==> src/design/cfd_pkg.sv <==
`default_nettype none

package cfd_pkg;

    // Largest payload length accepted in a frame; longer frames report a length fault.
    localparam int unsigned MAX_PAYLOAD = 255;

    // Result queue sizing. One transaction can produce up to two results.
    localparam int unsigned QUEUE_DEPTH  = 4;
    localparam int unsigned QUEUE_ADDR_W = $clog2(QUEUE_DEPTH);
    localparam int unsigned QUEUE_CNT_W  = $clog2(QUEUE_DEPTH + 1);

    // Start sequence tail byte.
    localparam logic [7:0] START_TAIL = 8'hFF;

    // Frame status codes.
    localparam logic [2:0] ST_OK       = 3'd0;
    localparam logic [2:0] ST_NO_START = 3'd1;
    localparam logic [2:0] ST_LEN_BAD  = 3'd2;
    localparam logic [2:0] ST_DATA_BAD = 3'd3;
    localparam logic [2:0] ST_TRUNC    = 3'd4;

    typedef struct packed {
        logic [7:0] rx_byte;
        logic       buffer_end;
    } t_in_item;

    typedef struct packed {
        logic [7:0] payload_byte;
        logic       is_status;
        logic [2:0] status_code;
        logic       frame_end;
    } t_out_item;

    // Results produced by one accepted byte, in delivery order.
    typedef struct packed {
        logic [1:0] count;
        t_out_item  first;
        t_out_item  second;
    } t_result_pair;

    function automatic t_out_item make_status(input logic [2:0] code);
        t_out_item res;
        res.payload_byte = 8'd0;
        res.is_status    = 1'b1;
        res.status_code  = code;
        res.frame_end    = 1'b1;
        return res;
    endfunction

endpackage

`default_nettype wire

==> src/design/checksummed_frame_deframer_core.sv <==
// Checksummed frame deframer.
// Input channel (i_valid / o_stall / i_item): one received byte per transaction,
// with buffer_end marking the last byte of a receive buffer. The block hunts
// for 00 00 FF, checks LEN against LCS, forwards each payload byte as it
// arrives and closes every frame with one status result (is_status = 1).
// Output channel (o_valid / i_stall / o_item): payload bytes and statuses in
// order. Payload goes out before the data checksum is known: drop the frame
// when its closing status is not ok.
// A result enters the result queue in the cycle after its byte is accepted, behind any older results.
// Throughput: one byte per cycle while o_stall is low. A byte yields at most two results (a payload
// byte followed by a truncation status); the four-entry result queue absorbs
// that, and o_stall rises only when fewer than two queue slots are free, which
// happens only while the receiver is stalling.
// Reset (i_rst_n low, synchronous): return to hunting, clear the checksum
// state and empty the result queue.
// Receiver stall: the head result holds steady; the queue fills and then
// backpressures the input side.
`default_nettype none

module checksummed_frame_deframer_core #(
    parameter int unsigned MAX_LEN = cfd_pkg::MAX_PAYLOAD
) (
    input  wire logic               i_clk,
    input  wire logic               i_rst_n,
    input  wire logic               i_valid,
    output logic                    o_stall,
    input  wire cfd_pkg::t_in_item  i_item,
    output logic                    o_valid,
    input  wire logic               i_stall,
    output cfd_pkg::t_out_item      o_item
);
    import cfd_pkg::*;

    logic         accept;
    logic         queue_full;
    t_result_pair results;

    // Take a byte whenever the queue can absorb its worst-case burst.
    assign o_stall = queue_full;
    assign accept  = i_valid && !queue_full;

    cfd_parser #(
        .MAX_LEN (MAX_LEN)
    ) u_parser (
        .i_clk     (i_clk),
        .i_rst_n   (i_rst_n),
        .i_accept  (accept),
        .i_item    (i_item),
        .o_results (results)
    );

    cfd_out_queue u_queue (
        .i_clk     (i_clk),
        .i_rst_n   (i_rst_n),
        .i_results (results),
        .o_full    (queue_full),
        .o_valid   (o_valid),
        .i_stall   (i_stall),
        .o_item    (o_item)
    );

endmodule

`default_nettype wire

==> src/design/cfd_parser.sv <==
`default_nettype none

module cfd_parser #(
    parameter int unsigned MAX_LEN = cfd_pkg::MAX_PAYLOAD
) (
    input  wire logic                 i_clk,
    input  wire logic                 i_rst_n,
    input  wire logic                 i_accept,
    input  wire cfd_pkg::t_in_item    i_item,
    output cfd_pkg::t_result_pair     o_results
);
    import cfd_pkg::*;

    typedef enum logic [2:0] {
        PH_HUNT,
        PH_LEN,
        PH_LCS,
        PH_DATA,
        PH_DCS
    } t_phase;

    t_phase       r_phase, n_phase;
    logic [15:0]  r_recent, n_recent;
    logic [7:0]   r_len, n_len;
    logic [7:0]   r_left, n_left;
    logic [7:0]   r_sum, n_sum;
    logic         r_start_seen, n_start_seen;

    logic [7:0]   byte_in;
    logic [7:0]   len_check;
    logic [7:0]   data_check;
    logic [7:0]   left_dec;
    logic         closed;
    t_out_item    payload_res;
    t_result_pair res;

    always_comb begin
        byte_in      = i_item.rx_byte;
        len_check    = r_len + byte_in;
        data_check   = r_sum + byte_in;
        left_dec     = r_left - 8'd1;
        closed       = 1'b0;

        payload_res.payload_byte = byte_in;
        payload_res.is_status    = 1'b0;
        payload_res.status_code  = ST_OK;
        payload_res.frame_end    = 1'b0;

        res.count  = 2'd0;
        res.first  = '0;
        res.second = '0;

        n_phase      = r_phase;
        n_recent     = r_recent;
        n_len        = r_len;
        n_left       = r_left;
        n_sum        = r_sum;
        n_start_seen = r_start_seen;

        case (r_phase)
            PH_HUNT: begin
                if (r_recent == 16'h0000 && byte_in == START_TAIL) begin
                    n_phase      = PH_LEN;
                    n_start_seen = 1'b1;
                end else begin
                    n_recent = {r_recent[7:0], byte_in};
                end
            end
            PH_LEN: begin
                n_len   = byte_in;
                n_phase = PH_LCS;
            end
            PH_LCS: begin
                if (len_check != 8'd0 || r_len > 8'(MAX_LEN)) begin
                    res.first = make_status(ST_LEN_BAD);
                    res.count = 2'd1;
                    closed    = 1'b1;
                    n_phase   = PH_HUNT;
                    n_recent  = 16'hFFFF;
                    n_len     = 8'd0;
                    n_left    = 8'd0;
                    n_sum     = 8'd0;
                end else begin
                    n_left  = r_len;
                    n_sum   = 8'd0;
                    n_phase = (r_len == 8'd0) ? PH_DCS : PH_DATA;
                end
            end
            PH_DATA: begin
                res.first = payload_res;
                res.count = 2'd1;
                n_sum     = data_check;
                n_left    = left_dec;
                if (left_dec == 8'd0) begin
                    n_phase = PH_DCS;
                end
            end
            PH_DCS: begin
                res.first = make_status((data_check == 8'd0) ? ST_OK : ST_DATA_BAD);
                res.count = 2'd1;
                closed    = 1'b1;
                n_phase   = PH_HUNT;
                n_recent  = 16'hFFFF;
                n_len     = 8'd0;
                n_left    = 8'd0;
                n_sum     = 8'd0;
            end
            default: begin
                n_phase  = PH_HUNT;
                n_recent = 16'hFFFF;
                n_len    = 8'd0;
                n_left   = 8'd0;
                n_sum    = 8'd0;
            end
        endcase

        // Buffer end: close out whatever is open or report that no start was found, then rearm the hunt.
        if (i_item.buffer_end) begin
            if (!closed) begin
                if (n_phase != PH_HUNT || !n_start_seen) begin
                    if (res.count == 2'd0) begin
                        res.first = make_status((n_phase != PH_HUNT) ? ST_TRUNC
                                                                     : ST_NO_START);
                        res.count = 2'd1;
                    end else begin
                        res.second = make_status((n_phase != PH_HUNT) ? ST_TRUNC
                                                                      : ST_NO_START);
                        res.count  = 2'd2;
                    end
                end
            end
            n_phase      = PH_HUNT;
            n_recent     = 16'hFFFF;
            n_len        = 8'd0;
            n_left       = 8'd0;
            n_sum        = 8'd0;
            n_start_seen = 1'b0;
        end

        if (!i_accept) begin
            res.count = 2'd0;
        end
        o_results = res;
    end

    always_ff @(posedge i_clk) begin
        if (!i_rst_n) begin
            r_phase      <= PH_HUNT;
            r_recent     <= 16'hFFFF;
            r_len        <= 8'd0;
            r_left       <= 8'd0;
            r_sum        <= 8'd0;
            r_start_seen <= 1'b0;
        end else if (i_accept) begin
            r_phase      <= n_phase;
            r_recent     <= n_recent;
            r_len        <= n_len;
            r_left       <= n_left;
            r_sum        <= n_sum;
            r_start_seen <= n_start_seen;
        end
    end

endmodule

`default_nettype wire

==> src/design/cfd_out_queue.sv <==
`default_nettype none

module cfd_out_queue (
    input  wire logic                  i_clk,
    input  wire logic                  i_rst_n,
    input  wire cfd_pkg::t_result_pair i_results,
    output logic                       o_full,
    output logic                       o_valid,
    input  wire logic                  i_stall,
    output cfd_pkg::t_out_item         o_item
);
    import cfd_pkg::*;

    t_out_item                 r_mem [QUEUE_DEPTH];
    logic [QUEUE_ADDR_W-1:0]   r_wr_ptr, n_wr_ptr;
    logic [QUEUE_ADDR_W-1:0]   r_rd_ptr, n_rd_ptr;
    logic [QUEUE_CNT_W-1:0]    r_count, n_count;
    logic [QUEUE_ADDR_W-1:0]   wr_ptr_next;
    logic                      pop;

    assign pop         = o_valid && !i_stall;
    assign wr_ptr_next = r_wr_ptr + QUEUE_ADDR_W'(1);
    assign o_valid     = (r_count != '0);
    assign o_item      = r_mem[r_rd_ptr];
    // Leave room for the largest burst one transaction can produce.
    assign o_full      = (r_count > QUEUE_CNT_W'(QUEUE_DEPTH - 2));

    always_comb begin
        n_wr_ptr = r_wr_ptr + QUEUE_ADDR_W'(i_results.count);
        n_rd_ptr = pop ? (r_rd_ptr + QUEUE_ADDR_W'(1)) : r_rd_ptr;
        n_count  = r_count + QUEUE_CNT_W'(i_results.count) - QUEUE_CNT_W'(pop);
    end

    always_ff @(posedge i_clk) begin
        if (i_results.count != 2'd0) begin
            r_mem[r_wr_ptr] <= i_results.first;
        end
        if (i_results.count == 2'd2) begin
            r_mem[wr_ptr_next] <= i_results.second;
        end
    end

    always_ff @(posedge i_clk) begin
        if (!i_rst_n) begin
            r_wr_ptr <= '0;
            r_rd_ptr <= '0;
            r_count  <= '0;
        end else begin
            r_wr_ptr <= n_wr_ptr;
            r_rd_ptr <= n_rd_ptr;
            r_count  <= n_count;
        end
    end

endmodule

`default_nettype wire

==> config.mk <==
export PLATFORM = sky130hd
export DESIGN_NAME = checksummed_frame_deframer_core
export DESIGN_NICKNAME = d
export VERILOG_FILES = /design/src/design/cfd_pkg.sv /design/src/design/checksummed_frame_deframer_core.sv /design/src/design/cfd_parser.sv /design/src/design/cfd_out_queue.sv
export SDC_FILE = /design/constraint.sdc
export NUM_CORES = 1
export LEC_CHECK = 0
export BUFFER_PORTS_ARGS = -buffer_cell sky130_fd_sc_hd__buf_2
export CORE_MARGIN = 5
export CORE_UTILIZATION = 30
export DETAILED_ROUTE_END_ITERATION = 10
export PLACE_DENSITY = 0.54
export SLEW_MARGIN = 5
export SYNTH_ARGS = -nofsm -noshare
export SYNTH_HDL_FRONTEND = slang
export SYNTH_SLANG_ARGS = --single-unit
==> constraint.sdc <==
create_clock -name i_clk -period 10.5 [get_ports i_clk]
set_input_delay 1.05 -clock i_clk [delete_from_list [all_inputs] [get_ports i_clk]]
set_output_delay 1.05 -clock i_clk [all_outputs]
set_load 0.02 [all_outputs]
==> flow_metrics.py <==
metrics = {
    "die": {
        "pin_count": 28,
        "rows": 49,
        "die-area_sq_mm": 0.0209,
        "coreArea_sq_mm": 0.0179,
        "start_util_pct": 30.3,
        "chipHeight_um": 144,
        "die_w_um": 144,
    },
    "clocking": {
        "clk_pin_slew_ns": 0.08,
        "htreeDepth": 3,
        "worstSkewPairLatency_ns": 0.35,
        "ctsLongestPathBuffers": 2,
        "postCtsHoldBufs": 0,
        "post_cts_buffers": 0,
        "cts_resized": 0,
        "root_buffer": "clkbuf_16",
        "cts_buffers": 9,
        "cts_tree": "yes",
        "cts_sinks": 101,
    },
    "setup_path": {
        "cpPeakStageDelay_ns": 0.86,
        "cp_slowest_cell": "o21ai_1",
        "critPathLaunch": "i_item[1]",
        "cp_cell_sequence": "buf_2, ha_1, fa_1, and3_1, o221a_2, o22ai_1, nor2_1, a211oi_2, o21ai_0, ha_1, o21ai_0, nand4_1, o21ai_1, o31a_1, inv_2",
        "cp_max_fo": 14,
        "r2r_start": "u_parser.r_len[1]",
        "cp.arrival_ns": 5.86,
        "crit_type": "input port to flop",
        "critPathRequiredTime_ns": 10.59,
        "worst_setup_path_end_kind": "flop",
        "rrSetupSlack_ns": 5.17,
        "ff2ff_path_depth": 13,
        "worstSetupEndpoint": "u_queue.r_mem[3][1]",
        "start_kind": "input port",
        "r2r-end": "u_queue.r_mem[3][1]",
    },
    "timing": {
        "fmax_ghz": 0.173,
        "whs_ns": 0.464,
        "slew_viol_final": 0,
        "finalSetupViolations": 0,
        "fin_crit_sh_pct": 55.0,
        "finClkSkew_ns": 0.0139,
        "finalSetupTns_ns": 0,
        "tightest_slew_ns": 1.32,
        "slew_headroom_pct": 11.3,
        "hold_violations": 0,
        "fin_crit_ns": 5.77,
        "grt_setup_unrepaired": "no",
    },
    "logic_synthesis": {
        "synth_fp_nets": 609,
        "synth_warnings": 0,
        "synth_edf_count": 12,
        "ys_seq_area_share_pct": 39.5,
        "synth_ff_type": "dfxtp_1",
        "ys_seq_elements": 101,
        "avgSynthCellArea_sq_um": 9.49,
        "synth.distinct_cells": 73,
        "postSynthCellCount": 572,
        "synth_area_sq_mm": 0.00543,
        "synth_async_sr_flop_share_pct": 0,
    },
    "placement": {
        "place_hpwl_mm": 10.6,
        "gp_congestion": 0.924,
        "port_buffers": 27,
    },
    "layout": {
        "drive_above_1_share_pct": 12.5,
        "nFillCells": 1824,
        "area_delta_synth_final_pct": 10.8,
        "final_core_util_pct": 33.6,
        "antenna_cells": 0,
        "layout.nets": 616,
    },
    "global_routing": {
        "grtUsageMet3_pct": 2.98,
        "top_usage_layer": "met2",
        "grt_overflow": 0,
        "grt_max_degree": 42,
        "grt_pass1_vias": 4210,
        "met1_usage_pct": 18.3,
        "antenna_found_initial": 0,
        "grt_use_met2_pct": 22.9,
        "grt_first_pass_wirelength_mm": 22.9,
        "grt_usage_pct": 14.1,
    },
    "hold_path": {
        "hp-class": "flop to flop",
        "min_delay_path_depth": 1,
    },
    "detailed_routing": {
        "routed_wl_mm": 14.3,
        "avgRoutedWirePerCell_um": 17.6,
        "vias_per_cell": 5.41,
        "via_count": 4398,
        "route.detailed.drc": 0,
        "ant_nets": 0,
        "drt_iter0_markers": 330,
        "drtPass1Iterations": 5,
    },
    "pwr": {
        "p_per_area_mw_per_mm2": 153,
        "leakagePower_nw": 2.22,
        "peakVddDrop_mv": 0.122,
    },
    "run": {
        "drv_cap": 0,
    },
    "run_status": {
        "status": "finished clean",
    },
}
-- worst min path at each step --
stage	slack, ns	start	endpoint
after CTS	0.46	u_queue.r_mem[0][8]	u_queue.r_mem[0][8]
after global routing	0.48	u_parser.r_sum[0]	u_parser.r_sum[0]
after detailed placement	0.45	u_queue.r_mem[3][5]	u_queue.r_mem[3][5]
after floorplan	0.43	u_queue.r_mem[2][10]	u_queue.r_mem[2][10]
final	0.46	u_queue.r_mem[3][5]	u_queue.r_mem[3][5]
after global placement	0.44	u_queue.r_mem[3][5]	u_queue.r_mem[3][5]
-- Yosys cell counts (4+ instances only) --
master     count  area [sq um]
dfxtp_1       89          1780
nor2_1        71           267
nand2_1       38           143
o2bb2ai_1     38           333
a21oi_1       30           150
clkbuf_1      22          82.6
ha_1          21           263
mux2i_1       17           170
nand2b_1      16           100
nand3_1       13          65.1
edfxtp_1      12           360
inv_1         12          45.0
mux4_2        12           270
xnor2_1       11          96.3
nor3_1        10          50.1
nor4_1        10          62.6
o21ai_0       10          50.1
xor2_1        10          87.6
and3_1         9          56.3
o21ai_1        8          40.0
a21o_1         6          45.0
o31ai_1        6          45.0
or3_1          6          37.5
a22oi_1        5          37.5
and2_1         5          31.3
buf_2          5          25.0
nand4_1        5          31.3
a211oi_1       4          30.0
inv_2          4          15.0
or4_1          4          30.0
-- layout by cell type (no fill, tap or decap), types with 3 or more instances in the layout --
cell type | synthesis | layout
nor3_1 | 10 | 10
or3_1 | 6 | 6
buf_2 | 5 | 27
and2_1 | 5 | 5
nand3_1 | 13 | 13
a21o_1 | 6 | 6
a31oi_1 | 3 | 3
o31a_1 | 3 | 3
nor4_1 | 10 | 10
nand2_1 | 38 | 38
inv_2 | 4 | 4
inv_1 | 12 | 12
inv_8 | 0 | 3
o32ai_1 | 3 | 3
o2bb2ai_1 | 38 | 38
nand4_1 | 5 | 5
clkbuf_16 | 0 | 9
nor4b_1 | 3 | 3
a22oi_1 | 5 | 5
o31ai_1 | 6 | 6
ha_1 | 21 | 21
xnor2_1 | 11 | 11
xor2_1 | 10 | 10
edfxtp_1 | 12 | 12
fa_1 | 3 | 3
dfxtp_1 | 89 | 89
and3_1 | 9 | 9
a21oi_1 | 30 | 30
a211oi_1 | 4 | 4
or4_1 | 4 | 4
nand2b_1 | 16 | 16
o21ai_1 | 8 | 8
nor2_1 | 71 | 71
mux2i_1 | 17 | 17
o21ai_0 | 10 | 10
mux4_2 | 12 | 12
-- per-stage QoR --
stage / cells / power [mW] / setup WS, ns / cell area, sq um
CTS: 813 / 0.936 / 4.71 / 6010
global placement: 797 / 0.597 / 4.51 / 5710
finish: 813 / 0.922 / 4.73 / 6010
global route: 813 / 0.973 / 4.24 / 6010
floorplan: 572 / 0.560 / 5.88 / 5430
detailed placement: 797 / 0.602 / 4.32 / 5710
-- flip-flops by register name (all words and copies together) (netlist names), named ones only --
register / flops
u_parser.r_left: 8
u_parser.r_len: 8
u_parser.r_phase: 3
u_parser.r_recent: 16
u_parser.r_start_seen: 1
u_parser.r_sum: 8
u_queue.r_count: 3
u_queue.r_mem: 48
u_queue.r_rd_ptr: 2
u_queue.r_wr_ptr: 2
-- final cells by class --
cell class	instances	area [sq um]	share of cell area, %
Multi-Input combinational cell	421	3070	51.1
Sequential cell	101	2140	35.6
Tap cell	229	287	4.77
Clock buffer	10	239	3.98
Timing Repair Buffer	29	150	2.50
Inverter	17	63.8	1.06
Clock inverter	6	60.1	0.999
-- cell families after synthesis --
kind of cell	after synthesis	share of synthesized area [%]
muxes	30	8.39
xor gates and xnor gates	21	3.39
and+or+nand+nor	203	18.6
adders and majority gates	24	5.95
DFF	101	39.5
buffers and inverters	50	3.94
AOI/OAI and AO/OA	143	20.3
-- where the power goes --
part	internal [mW]	switching [mW]
Sequential	0.406	0.0229
Clock	0.174	0.158
Combinational	0.0671	0.0943
Total	0.647	0.275
-- routing by layer --
layer / up-vias / share of wire, %
li1: 2148 / -
met1: 2124 / 47
met2: 104 / 47
met3: 22 / 4.1
met4: 0 / 2.0
met5: - / 0
-- worst max-delay path, delay by kind of cell --
kind | cells | cell delay, ns
and+or+nand+nor | 3 | 0.61
AOI/OAI and AO/OA | 7 | 2.83
buffers and inverters | 2 | 0.27
adders and majority gates | 3 | 1.10
Power figures use the tool's default switching activity.
